**config.mk**
```make
export PLATFORM = sky130hd
export DESIGN_NAME = midi_channel_voice_parser
export DESIGN_NICKNAME = d
export VERILOG_FILES = /design/src/sv/mcvp_pkg.sv /design/src/sv/mcvp_decode.sv /design/src/sv/mcvp_voice.sv /design/src/sv/midi_channel_voice_parser.sv
export SDC_FILE = /design/constraint.sdc
export NUM_CORES = 1
export LEC_CHECK = 0
export BUFFER_PORTS_ARGS = -buffer_cell sky130_fd_sc_hd__buf_2
export CAP_MARGIN = 20
export CELL_PAD_IN_SITES_DETAIL_PLACEMENT = 1
export CELL_PAD_IN_SITES_GLOBAL_PLACEMENT = 2
export CORE_UTILIZATION = 40
export CTS_CLUSTER_SIZE = 30
export DETAILED_ROUTE_END_ITERATION = 10
export GPL_TIMING_DRIVEN = 1
export PLACE_DENSITY_LB_ADDON = 0.08
export SYNTH_ARGS = -nofsm -noshare
export SYNTH_HDL_FRONTEND = slang
export SYNTH_SLANG_ARGS = --single-unit
```
**constraint.sdc**
```tcl
create_clock -name aclk -period 9.4 [get_ports aclk]
set_clock_uncertainty 0.1 [all_clocks]
set_input_delay 1.88 -clock aclk [delete_from_list [all_inputs] [get_ports aclk]]
set_output_delay 1.88 -clock aclk [all_outputs]
set_load 0.005 [all_outputs]
```
**src/sv/mcvp_pkg.sv**
```systemverilog
// ============================================================================
// MIDI channel voice parser - shared package
// Types, message codes and field widths used by the parser and voice stages.
// ============================================================================
`default_nettype none

package mcvp_pkg;

    // Sizing
    localparam int DEFAULT_NUM_CHANNELS = 16;
    localparam int CHAN_W  = 4;
    localparam int DATA_W  = 7;
    localparam int BEND_W  = 14;
    localparam int PITCH_W = 22;

    // Status byte kinds (high nibble)
    localparam logic [3:0] STAT_NOTE_OFF  = 4'h8;
    localparam logic [3:0] STAT_NOTE_ON   = 4'h9;
    localparam logic [3:0] STAT_CTRL      = 4'hB;
    localparam logic [3:0] STAT_PRESSURE  = 4'hD;
    localparam logic [3:0] STAT_BEND      = 4'hE;

    // Controller numbers
    localparam logic [DATA_W-1:0] CC_NRPN_LSB  = 7'h63;
    localparam logic [DATA_W-1:0] CC_NRPN_MSB  = 7'h62;
    localparam logic [DATA_W-1:0] CC_RPN_LSB   = 7'd101;
    localparam logic [DATA_W-1:0] CC_RPN_MSB   = 7'd100;
    localparam logic [DATA_W-1:0] CC_DATA      = 7'h06;
    localparam logic [DATA_W-1:0] CC_EXPRESSION = 7'h0B;

    // NRPN key that marks a tie
    localparam logic [DATA_W-1:0] TIE_KEY_LSB = 7'd9;
    localparam logic [DATA_W-1:0] TIE_KEY_MSB = 7'd71;

    // Reset values
    localparam logic [BEND_W-1:0] BEND_CENTRE      = 14'd8192;
    localparam logic [DATA_W-1:0] BEND_RANGE_RESET = 7'd2;

    // Operation handed from the parser to the voice stage
    typedef enum logic [2:0] {
        OP_NONE,
        OP_NOTE,
        OP_ON_VEL,
        OP_OFF_VEL,
        OP_BEND_LO,
        OP_BEND_HI,
        OP_PRESS,
        OP_TIE
    } voice_opcode_t;

    typedef struct packed {
        voice_opcode_t      opcode;
        logic [CHAN_W-1:0]  chan;
        logic [DATA_W-1:0]  data;
        logic [DATA_W-1:0]  bend_range;
        logic               expr_on;
        logic [DATA_W-1:0]  expr_level;
    } voice_op_t;

    // One entry of the per-channel voice memory
    typedef struct packed {
        logic [DATA_W-1:0] note;
        logic [DATA_W-1:0] volume;
        logic [BEND_W-1:0] bend;
    } voice_entry_t;

    localparam voice_entry_t ENTRY_RESET = '{note: '0, volume: '0, bend: BEND_CENTRE};

endpackage

`default_nettype wire

```
**src/sv/mcvp_decode.sv**
```systemverilog
// ============================================================================
// MIDI channel voice parser - byte decoder
// Running-status parse state, controller key registers and bend range; issues
// one voice operation per accepted byte.
// ============================================================================
`default_nettype none

module mcvp_decode #(
    parameter int NUM_CHANNELS = mcvp_pkg::DEFAULT_NUM_CHANNELS
) (
    input  wire logic              aclk,
    input  wire logic              aresetn,
    input  wire logic              in_accept,
    input  wire logic [7:0]        in_byte,
    output mcvp_pkg::voice_op_t    op_o
);

    typedef enum logic [3:0] {
        ST_STATUS   = 4'd0,
        ST_ON_NOTE  = 4'd1,
        ST_ON_VEL   = 4'd2,
        ST_OFF_NOTE = 4'd3,
        ST_OFF_VEL  = 4'd4,
        ST_BEND_LO  = 4'd5,
        ST_BEND_HI  = 4'd6,
        ST_CC_NUM   = 4'd7,
        ST_NRPN_LO  = 4'd9,
        ST_NRPN_HI  = 4'd10,
        ST_DATA     = 4'd11,
        ST_RPN_LO   = 4'd12,
        ST_RPN_HI   = 4'd13,
        ST_PRESS    = 4'd14,
        ST_EXPR     = 4'd15
    } parse_state_t;

    localparam logic [mcvp_pkg::CHAN_W:0] NUM_CH = (mcvp_pkg::CHAN_W+1)'(NUM_CHANNELS);

    parse_state_t                  state_reg, state_next;
    logic [mcvp_pkg::CHAN_W-1:0]   chan_reg, chan_next;
    logic [mcvp_pkg::DATA_W-1:0]   nrpn_lo_reg, nrpn_lo_next;
    logic [mcvp_pkg::DATA_W-1:0]   nrpn_hi_reg, nrpn_hi_next;
    logic [mcvp_pkg::DATA_W-1:0]   rpn_lo_reg, rpn_lo_next;
    logic [mcvp_pkg::DATA_W-1:0]   rpn_hi_reg, rpn_hi_next;
    logic                          registered_reg, registered_next;
    logic [mcvp_pkg::DATA_W-1:0]   range_reg, range_next;
    logic                          expr_on_reg, expr_on_next;
    logic [mcvp_pkg::DATA_W-1:0]   expr_level_reg, expr_level_next;

    logic [mcvp_pkg::DATA_W-1:0]   data;
    logic                          chan_ok;
    mcvp_pkg::voice_opcode_t       opcode;

    assign data    = in_byte[6:0];
    assign chan_ok = {1'b0, chan_reg} < NUM_CH;

    // Next-state and operation decode
    always_comb begin
        state_next      = state_reg;
        chan_next       = chan_reg;
        nrpn_lo_next    = nrpn_lo_reg;
        nrpn_hi_next    = nrpn_hi_reg;
        rpn_lo_next     = rpn_lo_reg;
        rpn_hi_next     = rpn_hi_reg;
        registered_next = registered_reg;
        range_next      = range_reg;
        expr_on_next    = expr_on_reg;
        expr_level_next = expr_level_reg;
        opcode          = mcvp_pkg::OP_NONE;

        if (in_byte[7]) begin
            // status byte: channel always taken, unknown kinds keep the state
            chan_next = in_byte[3:0];
            unique case (in_byte[7:4])
                mcvp_pkg::STAT_NOTE_OFF: state_next = ST_OFF_NOTE;
                mcvp_pkg::STAT_NOTE_ON:  state_next = ST_ON_NOTE;
                mcvp_pkg::STAT_CTRL:     state_next = ST_CC_NUM;
                mcvp_pkg::STAT_PRESSURE: state_next = ST_PRESS;
                mcvp_pkg::STAT_BEND:     state_next = ST_BEND_LO;
                default: ;
            endcase
        end else begin
            unique case (state_reg)
                ST_STATUS: ;
                ST_ON_NOTE: begin
                    opcode     = mcvp_pkg::OP_NOTE;
                    state_next = ST_ON_VEL;
                end
                ST_ON_VEL: begin
                    opcode     = mcvp_pkg::OP_ON_VEL;
                    state_next = ST_ON_NOTE;
                end
                ST_OFF_NOTE: begin
                    opcode     = mcvp_pkg::OP_NOTE;
                    state_next = ST_OFF_VEL;
                end
                ST_OFF_VEL: begin
                    opcode     = mcvp_pkg::OP_OFF_VEL;
                    state_next = ST_OFF_NOTE;
                end
                ST_BEND_LO: begin
                    opcode     = mcvp_pkg::OP_BEND_LO;
                    state_next = ST_BEND_HI;
                end
                ST_BEND_HI: begin
                    opcode     = mcvp_pkg::OP_BEND_HI;
                    state_next = ST_BEND_LO;
                end
                ST_CC_NUM: begin
                    unique case (data)
                        mcvp_pkg::CC_NRPN_LSB:   state_next = ST_NRPN_LO;
                        mcvp_pkg::CC_NRPN_MSB:   state_next = ST_NRPN_HI;
                        mcvp_pkg::CC_RPN_LSB:    state_next = ST_RPN_LO;
                        mcvp_pkg::CC_RPN_MSB:    state_next = ST_RPN_HI;
                        mcvp_pkg::CC_DATA:       state_next = ST_DATA;
                        mcvp_pkg::CC_EXPRESSION: state_next = ST_EXPR;
                        default: ;
                    endcase
                end
                ST_NRPN_LO: begin
                    registered_next = 1'b0;
                    nrpn_lo_next    = data;
                end
                ST_NRPN_HI: begin
                    registered_next = 1'b0;
                    nrpn_hi_next    = data;
                end
                ST_RPN_LO: begin
                    registered_next = 1'b1;
                    rpn_lo_next     = data;
                end
                ST_RPN_HI: begin
                    registered_next = 1'b1;
                    rpn_hi_next     = data;
                end
                ST_DATA: begin
                    // RPN 0/0 sets the bend range, NRPN 9/71 is a tie
                    if (registered_reg && rpn_lo_reg == '0 && rpn_hi_reg == '0) begin
                        range_next = data;
                    end else if (!registered_reg && nrpn_lo_reg == mcvp_pkg::TIE_KEY_LSB
                                 && nrpn_hi_reg == mcvp_pkg::TIE_KEY_MSB) begin
                        opcode = mcvp_pkg::OP_TIE;
                    end
                end
                ST_PRESS: opcode = mcvp_pkg::OP_PRESS;
                ST_EXPR: begin
                    expr_on_next    = 1'b1;
                    expr_level_next = data;
                end
                default: ;
            endcase
        end

        // channels beyond the table leave the voice memory alone
        if (!chan_ok && opcode != mcvp_pkg::OP_TIE) begin
            opcode = mcvp_pkg::OP_NONE;
        end
    end

    // Operation to the voice stage, with settings as they stand before this byte
    assign op_o = '{opcode:     opcode,
                    chan:       chan_reg,
                    data:       data,
                    bend_range: range_reg,
                    expr_on:    expr_on_reg,
                    expr_level: expr_level_reg};

    // Parser registers
    always_ff @(posedge aclk) begin
        if (!aresetn) begin
            state_reg      <= ST_STATUS;
            chan_reg       <= '0;
            nrpn_lo_reg    <= '0;
            nrpn_hi_reg    <= '0;
            rpn_lo_reg     <= '0;
            rpn_hi_reg     <= '0;
            registered_reg <= 1'b0;
            range_reg      <= mcvp_pkg::BEND_RANGE_RESET;
            expr_on_reg    <= 1'b0;
            expr_level_reg <= '0;
        end else if (in_accept) begin
            state_reg      <= state_next;
            chan_reg       <= chan_next;
            nrpn_lo_reg    <= nrpn_lo_next;
            nrpn_hi_reg    <= nrpn_hi_next;
            rpn_lo_reg     <= rpn_lo_next;
            rpn_hi_reg     <= rpn_hi_next;
            registered_reg <= registered_next;
            range_reg      <= range_next;
            expr_on_reg    <= expr_on_next;
            expr_level_reg <= expr_level_next;
        end
    end

endmodule

`default_nettype wire

```
**src/sv/mcvp_voice.sv**
```systemverilog
// ============================================================================
// MIDI channel voice parser - voice stage
// Per-channel voice memory with read-modify-write, pitch arithmetic and the
// registered result output.
// ============================================================================
`default_nettype none

module mcvp_voice #(
    parameter int NUM_CHANNELS = mcvp_pkg::DEFAULT_NUM_CHANNELS
) (
    input  wire logic                aclk,
    input  wire logic                aresetn,
    input  wire logic                op_valid,
    input  wire mcvp_pkg::voice_op_t op_i,
    output logic                     op_ready,
    output logic                     m_tvalid,
    input  wire logic                m_tready,
    output logic [47:0]              m_tdata,
    output logic                     m_tuser
);

    localparam int AW = (NUM_CHANNELS > 1) ? $clog2(NUM_CHANNELS) : 1;

    // Voice memory and one valid bit per channel (unwritten reads as reset entry)
    mcvp_pkg::voice_entry_t   entry_mem [NUM_CHANNELS];
    logic [NUM_CHANNELS-1:0]  valid_reg;

    // Stage 1: operation plus read data
    logic                     s1_valid_reg;
    mcvp_pkg::voice_op_t      s1_op_reg;
    mcvp_pkg::voice_entry_t   rd_entry_reg;
    logic                     rd_valid_reg;

    // Last write, forwarded to a read that overlapped it
    logic                     lw_valid_reg;
    logic [AW-1:0]            lw_addr_reg;
    mcvp_pkg::voice_entry_t   lw_entry_reg;

    // Output register
    logic                              m_valid_reg;
    logic [mcvp_pkg::CHAN_W-1:0]       m_chan_reg;
    logic                              m_tie_reg;
    logic [mcvp_pkg::PITCH_W-1:0]      m_pitch_reg;
    logic [mcvp_pkg::DATA_W-1:0]       m_vol_reg;
    logic [mcvp_pkg::DATA_W-1:0]       m_param_reg;
    logic [mcvp_pkg::DATA_W-1:0]       m_value_reg;

    logic [AW-1:0]            rd_addr, wr_addr;
    mcvp_pkg::voice_entry_t   cur_entry, new_entry;
    logic                     wr_en, emit, tie, s1_move, out_free;
    logic [mcvp_pkg::DATA_W-1:0] out_vol;
    logic signed [14:0]       bend_off;
    logic signed [7:0]        range_s;
    logic signed [22:0]       bend_term, note_term;
    logic [mcvp_pkg::PITCH_W-1:0] pitch;

    assign rd_addr = op_i.chan[AW-1:0];
    assign wr_addr = s1_op_reg.chan[AW-1:0];

    // Current entry: forwarded write, stored entry or reset value
    always_comb begin
        if (lw_valid_reg && lw_addr_reg == wr_addr) begin
            cur_entry = lw_entry_reg;
        end else if (rd_valid_reg) begin
            cur_entry = rd_entry_reg;
        end else begin
            cur_entry = mcvp_pkg::ENTRY_RESET;
        end
    end

    // Modify
    always_comb begin
        new_entry = cur_entry;
        wr_en     = 1'b0;
        emit      = 1'b0;
        tie       = 1'b0;
        out_vol   = cur_entry.volume;
        unique case (s1_op_reg.opcode)
            mcvp_pkg::OP_NONE: ;
            mcvp_pkg::OP_NOTE: begin
                new_entry.note = s1_op_reg.data;
                wr_en          = 1'b1;
            end
            mcvp_pkg::OP_ON_VEL: begin
                new_entry.volume = s1_op_reg.data;
                out_vol          = s1_op_reg.data;
                wr_en            = 1'b1;
                emit             = 1'b1;
            end
            mcvp_pkg::OP_OFF_VEL: begin
                new_entry.volume = '0;
                out_vol          = '0;
                wr_en            = 1'b1;
                emit             = 1'b1;
            end
            mcvp_pkg::OP_BEND_LO: begin
                new_entry.bend = {7'd0, s1_op_reg.data};
                wr_en          = 1'b1;
            end
            mcvp_pkg::OP_BEND_HI: begin
                new_entry.bend = {s1_op_reg.data, cur_entry.bend[6:0]};
                wr_en          = 1'b1;
                emit           = 1'b1;
            end
            mcvp_pkg::OP_PRESS: begin
                // pressure only on a sounding voice
                if (cur_entry.volume != '0) begin
                    new_entry.volume = s1_op_reg.data;
                    out_vol          = s1_op_reg.data;
                    wr_en            = 1'b1;
                    emit             = 1'b1;
                end
            end
            mcvp_pkg::OP_TIE: begin
                emit = 1'b1;
                tie  = 1'b1;
            end
            default: ;
        endcase
    end

    // pitch = note*8192 + range*(bend-8192)
    always_comb begin
        bend_off  = $signed({1'b0, new_entry.bend}) - $signed({1'b0, mcvp_pkg::BEND_CENTRE});
        range_s   = $signed({1'b0, s1_op_reg.bend_range});
        bend_term = range_s * bend_off;
        note_term = $signed({3'd0, new_entry.note, 13'd0});
        pitch     = mcvp_pkg::PITCH_W'(note_term + bend_term);
    end

    // Stage hand-off
    assign out_free = !m_valid_reg || m_tready;
    assign s1_move  = s1_valid_reg && (!emit || out_free);
    assign op_ready = !s1_valid_reg || s1_move;

    // Control registers
    always_ff @(posedge aclk) begin
        if (!aresetn) begin
            s1_valid_reg <= 1'b0;
            lw_valid_reg <= 1'b0;
            valid_reg    <= '0;
            m_valid_reg  <= 1'b0;
        end else begin
            if (op_valid) begin
                s1_valid_reg <= 1'b1;
            end else if (s1_move) begin
                s1_valid_reg <= 1'b0;
            end
            if (s1_move && wr_en) begin
                lw_valid_reg       <= 1'b1;
                valid_reg[wr_addr] <= 1'b1;
            end
            if (s1_move && emit) begin
                m_valid_reg <= 1'b1;
            end else if (m_tready) begin
                m_valid_reg <= 1'b0;
            end
        end
    end

    // Memory read and write-back, stage payload
    always_ff @(posedge aclk) begin
        if (op_valid) begin
            s1_op_reg    <= op_i;
            rd_entry_reg <= entry_mem[rd_addr];
            rd_valid_reg <= valid_reg[rd_addr];
        end
        if (s1_move && wr_en) begin
            entry_mem[wr_addr] <= new_entry;
            lw_addr_reg        <= wr_addr;
            lw_entry_reg       <= new_entry;
        end
    end

    // Result payload
    always_ff @(posedge aclk) begin
        if (s1_move && emit) begin
            m_chan_reg <= s1_op_reg.chan;
            m_tie_reg  <= tie;
            if (tie) begin
                m_pitch_reg <= '0;
                m_vol_reg   <= '0;
                m_param_reg <= '0;
                m_value_reg <= '0;
            end else begin
                m_pitch_reg <= pitch;
                m_vol_reg   <= out_vol;
                m_param_reg <= s1_op_reg.expr_on ? mcvp_pkg::CC_EXPRESSION : '0;
                m_value_reg <= s1_op_reg.expr_level;
            end
        end
    end

    assign m_tvalid = m_valid_reg;
    assign m_tuser  = m_tie_reg;
    assign m_tdata  = {1'b0, m_value_reg, m_param_reg, m_vol_reg, m_pitch_reg, m_chan_reg};

endmodule

`default_nettype wire

```
**src/sv/midi_channel_voice_parser.sv**
```systemverilog
// ============================================================================
// MIDI channel voice parser - top level
// Parses a MIDI byte stream into per-channel voice updates and tie events.
// ============================================================================
// Usage:
//   s_ channel: one MIDI byte per transaction in s_tdata. Status bytes select
//   the message kind and channel; data bytes follow with running status.
//   m_ channel: one voice update per completed note-on, note-off, pitch bend
//   or channel pressure message (pressure only on a voice with nonzero
//   volume), or a tie event (m_tuser high) on NRPN 9/71 data entry.
//   Throughput: one byte per cycle while no result stalls, set by the
//   read-modify-write of the voice memory; a write is forwarded to an
//   immediately following read of the same channel.
//   Path: the byte that completes a message is registered in the voice stage,
//   then its result in the output register that drives m_tvalid.
//   Reset: s_tready is low, parse state waits for a status byte, bend range
//   is 2, every channel reads as note 0, volume 0, bend 8192 until first
//   written (one valid bit per channel, no clearing pass).
//   Stall: a result waits in the output register; bytes that complete no
//   message keep flowing, but the next byte that completes one is held in
//   the voice stage and s_tready stays low until m_tready frees the output.
// ============================================================================
`default_nettype none

module midi_channel_voice_parser #(
    parameter int NUM_CHANNELS = mcvp_pkg::DEFAULT_NUM_CHANNELS
) (
    input  wire logic        aclk,
    input  wire logic        aresetn,
    input  wire logic        s_tvalid,
    output logic             s_tready,
    input  wire logic [7:0]  s_tdata,   // [7:0] rx_byte
    output logic             m_tvalid,
    input  wire logic        m_tready,
    output logic [47:0]      m_tdata,   // [3:0] voice_channel, [25:4] pitch_fixed,
                                        // [32:26] volume_level, [39:33] expr_param,
                                        // [46:40] expr_value, [47] zero
    output logic             m_tuser    // [0] tie_marker
);

    logic                 accept;
    logic                 op_ready;
    mcvp_pkg::voice_op_t  op;

    // no transaction is taken while in reset
    assign s_tready = op_ready && aresetn;
    assign accept   = s_tvalid && s_tready;

    // Byte decoder
    mcvp_decode #(
        .NUM_CHANNELS (NUM_CHANNELS)
    ) u_decode (
        .aclk      (aclk),
        .aresetn   (aresetn),
        .in_accept (accept),
        .in_byte   (s_tdata),
        .op_o      (op)
    );

    // Voice memory stage and output register
    mcvp_voice #(
        .NUM_CHANNELS (NUM_CHANNELS)
    ) u_voice (
        .aclk     (aclk),
        .aresetn  (aresetn),
        .op_valid (accept),
        .op_i     (op),
        .op_ready (op_ready),
        .m_tvalid (m_tvalid),
        .m_tready (m_tready),
        .m_tdata  (m_tdata),
        .m_tuser  (m_tuser)
    );

endmodule

`default_nettype wire

```
# Yosys cells after proc, flatten, opt, wreduce, memory -nomap -nowiden
# Memories as Yosys holds them, arrays and structs flattened. A register that Yosys moved wholly into a read port is not among the register bits.
# Cells that the tools add are included.
totals:
  reg_bits: 181
  mem_bits_rw: 448
  inputBits: 12
  out_inout_bits: 51
  word_cells: 145
  memories: 1
classes:
  n_addsub: 2
  mul: 1
  n_lt_le_gt_ge: 3
  eq_ne: 37
  muxes: 29
  n_bitwise: 2
  reduce_logical: 39
mem_list:
  columns: ["name", "words", "width", "rd", "rd_ports_with_merged_regs", "wr", "line_no", "text"]
  rows:
  - ["u_voice.entry_mem", 16, 28, 1, 1, 1, "mcvp_voice.sv:25", "mcvp_pkg::voice_entry_t entry_mem [NUM_CHANNELS];"]
ops:
  columns: ["operator", "count"]
  rows:
  - ["two-way mux 28 bit", 2]
  - ["== test 4 bit, second input constant", 12]
  - ["== test 7 bit, second input constant", 5]
  - ["case mux 14 bit (2 select lines)", 1]
  - ["case mux 4 bit (7 select lines)", 1]
  - ["case mux 4 bit (6 select lines)", 1]
  - ["adder 21 x 22 -> 22 bit", 1]
  - ["multiplier 8 x 15 -> 22 bit", 1]
  - ["case mux 3 bit (7 select lines)", 1]
  - ["case mux 7 bit (3 select lines)", 1]
  - ["case mux 4 bit (5 select lines)", 1]
  - ["AND reduction 3 bit", 6]
  - ["== test 4 x 3 -> 1 bit, second input constant", 4]
  - ["bitwise OR 16 bit", 1]
  - ["subtractor 14 x 14 -> 15 bit, second input constant", 1]
  - ["== test 7 x 4 -> 1 bit, second input constant", 2]
  - ["logical NOT 7 bit", 2]
  - ["two-way mux 7 bit", 2]
  - ["== test 3 bit, second input constant", 4]
  - ["logical AND 1 bit", 11]
  - ["< comparator 4 x 5 -> 1 bit, second input constant", 2]
  - ["two-way mux 1 bit", 10]
  - ["== test 4 x 2 -> 1 bit, second input constant", 2]
  - ["two-way mux 4 bit", 2]
  - ["other kinds (23)", 37]

# Longest topological paths before layout
# Gate-level depths: netlist of run 1.
logic_depth:
  depth_word: 13
  ltp_mapped: 27
  ltp_nobuf: 25

# Hierarchy
# From an unflattened synthesis of run 1, not the netlist that was laid out.
hier_totals:
  cells_unflattened: 1864
  hier_area_um2: 29841.1
by_module_without_submodules:
  columns: ["mod", "n_inst", "cells_each", "area_each_um2", "seq_area_each_um2"]
  rows:
  - ["mcvp_voice", 1, 1585, 27264.9, 17797.1]
  - ["mcvp_decode", 1, 277, 2563.7, 1041.0]
  - ["midi_channel_voice_parser", 1, 2, 12.5, 0.0]

# Worst setup path before layout of run 1
# OpenSTA, ideal clock, no wires.
synth_timing:
  kind: "in2reg"
  start: "input port m_tready"
  end: "register u_voice.s1_op_reg, in the netlist u_voice.range_s[0] (enable)"
  setup_time_ps: 545
  arrival_time_ps: 6194
  slack_ps: 2561
  stages: 4
  path_buffers: 1
  cell_sequence: "nor2b_1 -> and2_1 -> buf_6 -> nor3_1"
synth_via:
  elab_chain_len: 6
synth_rtl:
  columns: ["element", "line_no", "text"]
  rows:
  - ["start, declared", "midi_channel_voice_parser.sv:34", "input wire logic m_tready,"]
  - ["logical OR 1 bit", "mcvp_voice.sv:132", "assign out_free = !m_valid_reg || m_tready;"]
  - ["logical OR 1 bit", "mcvp_voice.sv:133", "assign s1_move = s1_valid_reg && (!emit || out_free);"]
  - ["logical AND 1 bit", "mcvp_voice.sv:133", null]
  - ["logical OR 1 bit", "mcvp_voice.sv:134", "assign op_ready = !s1_valid_reg || s1_move;"]
  - ["logical AND 1 bit", "midi_channel_voice_parser.sv:46", "assign s_tready = op_ready && aresetn;"]
  - ["logical AND 1 bit", "midi_channel_voice_parser.sv:47", "assign accept = s_tvalid && s_tready;"]
  - ["named net accept", "midi_channel_voice_parser.sv:41", "logic accept;"]
  - ["end signal, assigned", "mcvp_voice.sv:164", "s1_op_reg <= op_i;"]
  - ["end, declared", "mcvp_voice.sv:30", "mcvp_pkg::voice_op_t s1_op_reg;"]
# The timed path passes the listed nets, and every way through them passes these cells.
# A chain may end at the register's enable or synchronous reset.

# Worst setup path in the final report of run 1
layout_timing:
  start: "register u_voice.s1_op_reg, in the netlist u_voice.wr_addr[2]"
  end: "register u_voice.m_pitch_reg[16] (netlist name), data pin"
layout_via:
  elab_chain_len: 7
  word_cells_on_any_way: 8
  classes_between: "add/sub (2); mul (1); eq/ne (1); mux (3); reduce/logical (1)"
layout_rtl:
  columns: ["element", "line_no", "text"]
  rows:
  - ["== test 4 bit", "mcvp_voice.sv:62", "if (lw_valid_reg && lw_addr_reg == wr_addr) begin"]
  - ["logical AND 1 bit", "mcvp_voice.sv:62", null]
  - ["two-way mux 28 bit", "mcvp_voice.sv:62", null]
  - ["case mux 14 bit (2 select lines)", "mcvp_voice.sv:78", "unique case (s1_op_reg.opcode)"]
  - ["subtractor 14 x 14 -> 15 bit", "mcvp_voice.sv:124", "bend_off = $signed({1'b0, new_entry.bend}) - $signed({1'b0, mcvp_pkg::BEND_CENTRE});"]
  - ["named net u_voice.bend_off[4]", "mcvp_voice.sv:52", "logic signed [14:0] bend_off;"]
  - ["multiplier 8 x 15 -> 22 bit", "mcvp_voice.sv:126", "bend_term = range_s * bend_off;"]
  - ["adder 21 x 22 -> 22 bit", "mcvp_voice.sv:128", "pitch = mcvp_pkg::PITCH_W'(note_term + bend_term);"]
  - ["end signal, assigned", "mcvp_voice.sv:186", "m_pitch_reg <= pitch;"]
  - ["end, declared", "mcvp_voice.sv:43", "logic [mcvp_pkg::PITCH_W-1:0] m_pitch_reg;"]
# The timed path passes the listed nets, and every way through them passes these cells.

==> results.md, run 1 <==
* Status: finished, final reports clean
* Final hold violations at 0
* Root Driver: clkbuf_16
* Max Slew Vio Count at 0
* Comb power frac at between 10% and 20%
* Post-synthesis sequential area ratio at between 60 and 70%
* Post-Syn Area per Cell at ~16 um^2
* Unrepaired setup endpoints after global routing: false
* WL/cell at about 26 um
* VDD IR max at 0.0001325 V
* Initial antenna violation count at 0
* Synth Cell Area at ~30,000 um^2
* Via/cell ratio at 5.356
* GRT Overall Usage at about a fifth
* Postcts setup bufs at 0
* DR iter-0 viols at ~1.1k
* Top_reg_cell synth: edfxtp_1
* Pin count of the biggest net entering global routing at between 70 and 80
* Core ar. at between 70,000 and 80,000 um^2
* PwrDens at between 200 and 250 nW/um^2
* Half-perimeter wire length after placement at about 47,000 um
* Post-CTS Resized at 0
* Die Width at 273 um
* Crit path launch: u_voice.wr_addr[2]$_DFFE_PP_
* Period minus WS final at between 7 and 8 ns
* Rows at a little under 100
* Final #Nets at ~2.1k
* Depth of the CTS H-tree at 3
* Max-cap violations at 0
* Pleak at ~12 nW
* Max reg flops at ~450
* Fmax at around 140 MHz
* Fin Setup TNS at 0 ns
* TritonCTS sink count at 651
* Initial Util at between 40 and 50%
* Relative slew margins at roughly a quarter
* YS warnings at 0
* Post-synth cell types at 69
* Die Ht at between 200 and 300 um
* Sw Pwr at around 0.0016 W
* Bufs on Longest Clock Path at 3
* Fraction of power spent switching nets at between 20% and 30%
* Gate Count Post-Synth at between 1.5k and 2k
* First-pass GRT wire length at approximately 110,000 um
* Final period util at 76.18%
* Hold Buf Count CTS at 0
* # IOs at 63
* Seq pwr share at 48.8%
* Grt total ovfl at 0
* Ys async rst share at 0%
* Post-Route WL at approximately 75,000 um
* Tot Pwr at about 0.0067 W
* Final setup fails at 0
* Critical path fanouts, max at 17
* CP Launch Type: flip-flop
* Worst Path Required at between 9 and 10 ns
* Vias in the first global route at 17.08k
* Die Footprint at roughly 75,000 um^2
* DRC at 0
* Internal power at about 0.005 W
* Clk_lat worst skew at around 0.6 ns
* P&R area growth vs syn at 13.13%
* Hold WC Path Type: reg -> reg
* TritonCTS buffer count at 72
* First-pass iteration count of the detailed router at 5
* Post-synth EDFFs at 580
* CTS tree: built
* Hold Startpoint: u_decode.expr_level_reg[2]$_SDFFE_PN0P_
* Clock-pin slew on the worst setup and hold paths at 0.06 ns
* Critical path class: reg -> reg
* PortBufs at 57
* Share of cells above drive strength 1 at 20.38%
* Seq cells post-synth at between 600 and 700
* Final ANT Viol Nets at 0
* Crit path capture type: flip-flop
* Clk network pwr share at 39.7%
* # diodes at 0
* Worst Max-Slew Pin Slew at around 1.1 ns
* Worst EP arrival at 7.43 ns
* Worst R2R Start: u_voice.wr_addr[2]$_DFFE_PP_
* Via Count at about 16k
* Routability cong. at roughly 0.76
## through the flow
step / instance area (um^2) / utilization [%] / hold slack (ns) / worst slack [ns] / std cells
global placement: 31000 / 42.57 / 0.3133 / 2.295 / 2807
CTS: 33220 / 45.61 / 0.3210 / 2.162 / 2940
floorplan: 29390 / - / 0.3064 / 2.561 / 1828
global route: 33230 / 45.63 / 0.3366 / 1.735 / 2941
detailed placement: 31000 / 42.57 / 0.3155 / 2.160 / 2807
finish: 33230 / 45.63 / 0.3306 / 2.239 / 2941
## final timing paths
check | end | slack, ns | cells past startpoint
worst max-delay path | u_voice.m_pitch_reg[16]$_SDFFCE_PP0P_ | 2.24 | 21
worst min register to register | u_voice.s1_op_reg[2]$_DFFE_PP_ | 0.33 | 0
worst max register to register | u_voice.m_pitch_reg[16]$_SDFFCE_PP0P_ | 2.24 | 21
worst min-delay path | u_voice.s1_op_reg[2]$_DFFE_PP_ | 0.33 | 0
## kinds of logic (layout without fill, tap and decap cells)
kind of cell / after synthesis / count (layout) / synth area share [%]
other cells: 1 / 5 / 0.01277
mux: 193 / 193 / 12.75
xor+xnor: 23 / 23 / 0.6857
buf+inv: 251 / 405 / 3.403
flops: 651 / 651 / 64.13
fa+ha+maj: 141 / 141 / 8.178
simple gates: 408 / 408 / 7.343
compound gates: 156 / 156 / 3.501
## routing by layer
metal	vias up	track usage, %	part of all wire [%]
met5	-	0	0
met4	0	5.528	1.9
met3	92	2.566	3.1
met2	253	34.83	50
met1	8421	28.05	45
li1	6987	-	-
## power groups by stage
stage / logic [W] / registers (W) / clock network [W]
after floorplan: 0.000556 / 0.00331 / 0
after global placement: 0.000775 / 0.00334 / 0
after detailed placement: 0.000791 / 0.00334 / 0
after CTS: 0.000793 / 0.00328 / 0.00273
after global routing: 0.000866 / 0.00328 / 0.00283
final: 0.000769 / 0.00327 / 0.00267
## cell usage after synthesis, types with 10 or more instances
| cell | number | share of area (%) |
|---|---|---|
| nand2b_1 | 11 | 0.23 |
| dfxtp_1 | 71 | 4.8 |
| buf_1 | 12 | 0.15 |
| and3_1 | 32 | 0.68 |
| xnor2_1 | 17 | 0.51 |
| o31ai_2 | 10 | 0.43 |
| nand2_1 | 130 | 1.7 |
| and2_1 | 98 | 2.1 |
| nor2_1 | 45 | 0.57 |
| mux2i_1 | 48 | 1.6 |
| clkbuf_1 | 63 | 0.80 |
| nor3_1 | 31 | 0.53 |
| a21oi_1 | 47 | 0.80 |
| fa_1 | 85 | 5.8 |
| o21ai_0 | 29 | 0.49 |
| mux4_2 | 145 | 11 |
| ha_1 | 56 | 2.4 |
| nand3_1 | 12 | 0.20 |
| inv_1 | 155 | 2.0 |
| o21ai_1 | 14 | 0.24 |
| edfxtp_1 | 580 | 59 |
| o21a_1 | 10 | 0.26 |
| buf_2 | 10 | 0.17 |
## placed cells by master, fill, tap and decap left out, types with 16 or more instances in the layout
master and instances:
o21ai_0 29, and2_1 98, clkbuf_1 23, dfxtp_1 67, and3_1 32, edfxtp_1 580
nor3_2 17, buf_4 58, mux4_2 145, a21oi_1 47, mux2i_1 48, ha_1 56
fa_1 85, inv_1 155, xnor2_1 17, clkinv_1 16, nor2_1 44, buf_2 57
clkbuf_16 72, nand2_1 130
## layout make-up
cell class              instances  area [um^2]
multi-input cells             926         9649
clock inverters                37        314.1
inverters                     156        585.6
clock buffers                  96         1902
repair buffers                116        734.5
fillers                      7091        39600
flip-flops and latches        651        18850
well taps                     959         1200
## worst max-delay path, stage by stage, from the launching register on
cell and delay (ns):
edfxtp_1 0.48, xnor2_1 0.23, nand3_2 0.16, nor2_2 0.71
buf_4 0.33, a21oi_1 0.09, o21ai_1 0.57, and2_1 0.24
fa_1 0.44, fa_1 0.54, fa_1 0.50, inv_1 0.05
fa_1 0.47, inv_1 0.04, ha_1 0.31, o21a_1 0.12
o31a_1 0.13, o41ai_1 0.68, o21ai_1 0.18, a21oi_1 0.18
nor2b_1 0.06, o311a_1 0.28
Power figures use the tool's default switching activity.
==> run 2: changes to the inputs <==
==> constraint.sdc (replaced) <==
create_clock -name aclk -period 7.02 [get_ports aclk]
set_clock_uncertainty 0.1 [all_clocks]
set_input_delay 1.404 -clock aclk [delete_from_list [all_inputs] [get_ports aclk]]
set_output_delay 1.404 -clock aclk [all_outputs]
set_load 0.005 [all_outputs]
==> run 2 against run 1 <==
Net effect:
- via count barely moved
- register-to-register slack got worse by 1.8 ns
- critical path depth is 2 higher
- utilization is 0.30 points higher
- fmax increased by 9.1%
- sequential share of layout area down 0.36 points
- count of clock-buffer cells in the layout is 1 lower
- combinational power is 34% higher
- sequential power is 34% higher
- die area unchanged
- critical endpoint is now u_voice.m_pitch_reg[21]$_SDFFCE_PP0P_
- largest cell class unchanged
==> results.md, run 2 (synthesis results as in run 1) <==
* Status: finished, final reports clean
* CP max stage delay at between 0.5 and 0.6 ns
* DRC at 0
* Worst Path Required at ~7.3 ns
* FF+latch area at roughly 19,000 um^2
* Pleak at 11.63 nW
* Critical path class: reg -> reg
* Fraction of power spent switching nets at around a quarter
* Final period util at between 90% and 100%
* Die Ht at between 200 and 300 um
* Routability cong. at about 0.76
* Crit path capture type: flip-flop
* Pin count of the biggest net entering global routing at 77
* Leading cell type in the layout, fill and taps excluded: edfxtp_1
* VDD IR max at 0.0001353 V
* Max Slew Vio Count at 0
* Hold WC Path Type: reg -> reg
* Initial Util at between 40% and 50%
* Fin Setup TNS at 0 ns
* Sw Pwr at about 0.0023 W
* Unrepaired setup endpoints after global routing: false
* Post-Route WL at 74,350 um
* Initial antenna violation count at 0
* Via/cell ratio at about 5.4
* PortBufs at 57
* CTS tree: built
* Final #Nets at ~2.1k
* Internal power at around 0.0070 W
* DR iter-0 viols at 1,081
* Top delay family on crit path: adder cells
* Relative slew margins at around a third
* Tot Pwr at ~0.0092 W
* Core ar. at roughly 73,000 um^2
* GRT Overall Usage at approximately a fifth
* Clock-pin slew on the worst setup and hold paths at 0.06 ns
* Worst Max-Slew Pin Slew at 1.017 ns
* # diodes at 0
* Via Count at about 16k
* Bufs on Longest Clock Path at 3
* Rows at 99
* Fillers at between 7k and 8k
* P&R area growth vs syn at 13.86%
* Highest-count cells in the layout ignoring fill and taps: edfxtp_1 (580), inv_1 (155), mux4_2 (145)
* Root Driver: clkbuf_16
* CP cell instances: xnor2_1 > nand3_2 > or2_4 > nor2_1 > nor3_1 > a31oi_2 > buf_4 > nand2_1 > fa_1 > inv_1 > fa_1 > fa_1 > inv_1 > fa_1 > inv_1 > ha_1 > nand2_1 > o21ai_0 > nor3b_1 > a211o_1 > o21ai_0 > a21o_1 > nand3_1
* Depth of the CTS H-tree at 3
* Grt total ovfl at 0
* PwrDens at ~280 nW/um^2
* Die Footprint at 74,530 um^2
* CP bufs+invs at 4
* WL/cell at approximately 25 um
* Max-cap violations at 0
* Period minus WS final at between 6 and 7 ns
* Clk network pwr share at 41.2%
* TritonCTS buffer count at 74
* Final ANT Viol Nets at 0
* Clk_lat worst skew at between 0.6 and 0.7 ns
* Final setup fails at 0
* First-pass iteration count of the detailed router at 5
* First-pass GRT wire length at between 100,000 and 150,000 um
* Half-perimeter wire length after placement at between 40,000 and 50,000 um
* Final hold violations at 0
* Critical path fanouts, max at 15
* # IOs at between 60 and 70
* CP dominant cell by count: fa_1
* TritonCTS sink count at approximately 650
* Share of cells above drive strength 1 at between 20% and 30%
* Max reg flops at approximately 450
* Seq pwr share at a little under half
* Fmax at about 150 MHz
* CP Launch Type: flip-flop
* Die Width at approximately 270 um
* Area of the multi-input gates at 9668 um^2
* Vias in the first global route at 16.99k
* Hold Buf Count CTS at 0
* Worst EP arrival at between 6 and 7 ns
* Comb power frac at between 10 and 15%
* Slowest-stage cell, CP: fa_1
## run 2: cell types whose count changed in the layout (fill, tap and decap cells not counted), moves of 2 or more
cell	delta
buf_12	+2
buf_4	-2
bufinv_16	+2
clkbuf_1	-6
clkbuf_16	+4
clkinv_1	-6
clkinv_2	+4
o21ai_1	-2
o21ai_2	+2
## run 2: worst reg2reg max path, stage by stage (launching register included)
cell and delay [ns]:
edfxtp_1 0.48, xnor2_1 0.24, nand3_2 0.17, or2_4 0.38
nor2_1 0.14, nor3_1 0.08, a31oi_2 0.33, buf_4 0.23
nand2_1 0.15, fa_1 0.55, inv_1 0.06, fa_1 0.50
fa_1 0.50, inv_1 0.05, fa_1 0.48, inv_1 0.04
ha_1 0.33, nand2_1 0.12, o21ai_0 0.35, nor3b_1 0.10
a211o_1 0.34, o21ai_0 0.38, a21o_1 0.18, nand3_1 0.07
## run 2: area by class of cell
cell class | count | area share, %
Inverter | 156 | 1.751
Tap cell | 959 | 3.587
Clock inverter | 37 | 1.219
Multi-Input combinational cell | 926 | 28.90
Timing Repair Buffer | 115 | 2.229
Sequential cell | 651 | 56.35
Clock buffer | 95 | 5.959
## run 2: timing repair
action | in CTS | in global routing
gates resized for setup | 0 | 5
endpoints found under the hold margin | 0 | 0
setup endpoints to repair | 0 | 6
setup buffers | 0 | 0
## run 2: path summary, 6_finish.rpt
| kind | startpoint | endpoint | slack [ns] | depth (start not counted) |
|---|---|---|---|---|
| worst max-delay path | u_voice.wr_addr[2]$_DFFE_PP_ | u_voice.m_pitch_reg[21]$_SDFFCE_PP0P_ | 0.46 | 23 |
| worst min-delay path | u_decode.expr_level_reg[1]$_SDFFE_PN0P_ | u_voice.s1_op_reg[1]$_DFFE_PP_ | 0.33 | 0 |
| worst max register to register | u_voice.wr_addr[2]$_DFFE_PP_ | u_voice.m_pitch_reg[21]$_SDFFCE_PP0P_ | 0.46 | 23 |
| worst min register to register | u_decode.expr_level_reg[1]$_SDFFE_PN0P_ | u_voice.s1_op_reg[1]$_DFFE_PP_ | 0.33 | 0 |
## run 2: power by group through the flow
stage	clock network, W	registers [W]	logic [W]
2_1_floorplan	0	0.00443	0.000744
6_report	0.00380	0.00439	0.00103
4_1_cts	0.00390	0.00439	0.00106
3_5_place_dp	0	0.00447	0.00106
3_3_place_gp	0	0.00447	0.00103
5_1_grt	0.00403	0.00440	0.00116
## run 2: per-layer routing
metal	track usage, %	routed length (um)	vias to the layer above
met4	6.719	2004	0
met5	0	0	-
met3	3.067	2715	112
met1	27.49	33400	8368
li1	-	-	6979
met2	33.25	36230	279
## run 2: through the flow
step	hold WS (ns)	area [um^2]	setup slack, ns	instances	utilization (%)
4_1_cts	0.3322	33430	0.1243	2939	45.90
6_report	0.3320	33450	0.4560	2939	45.92
2_1_floorplan	0.3064	29390	0.4229	1828	-
3_5_place_dp	0.3192	31030	0.1097	2807	42.60
3_3_place_gp	0.3128	31030	0.3935	2807	42.60
5_1_grt	0.3415	33450	0.08473	2939	45.92
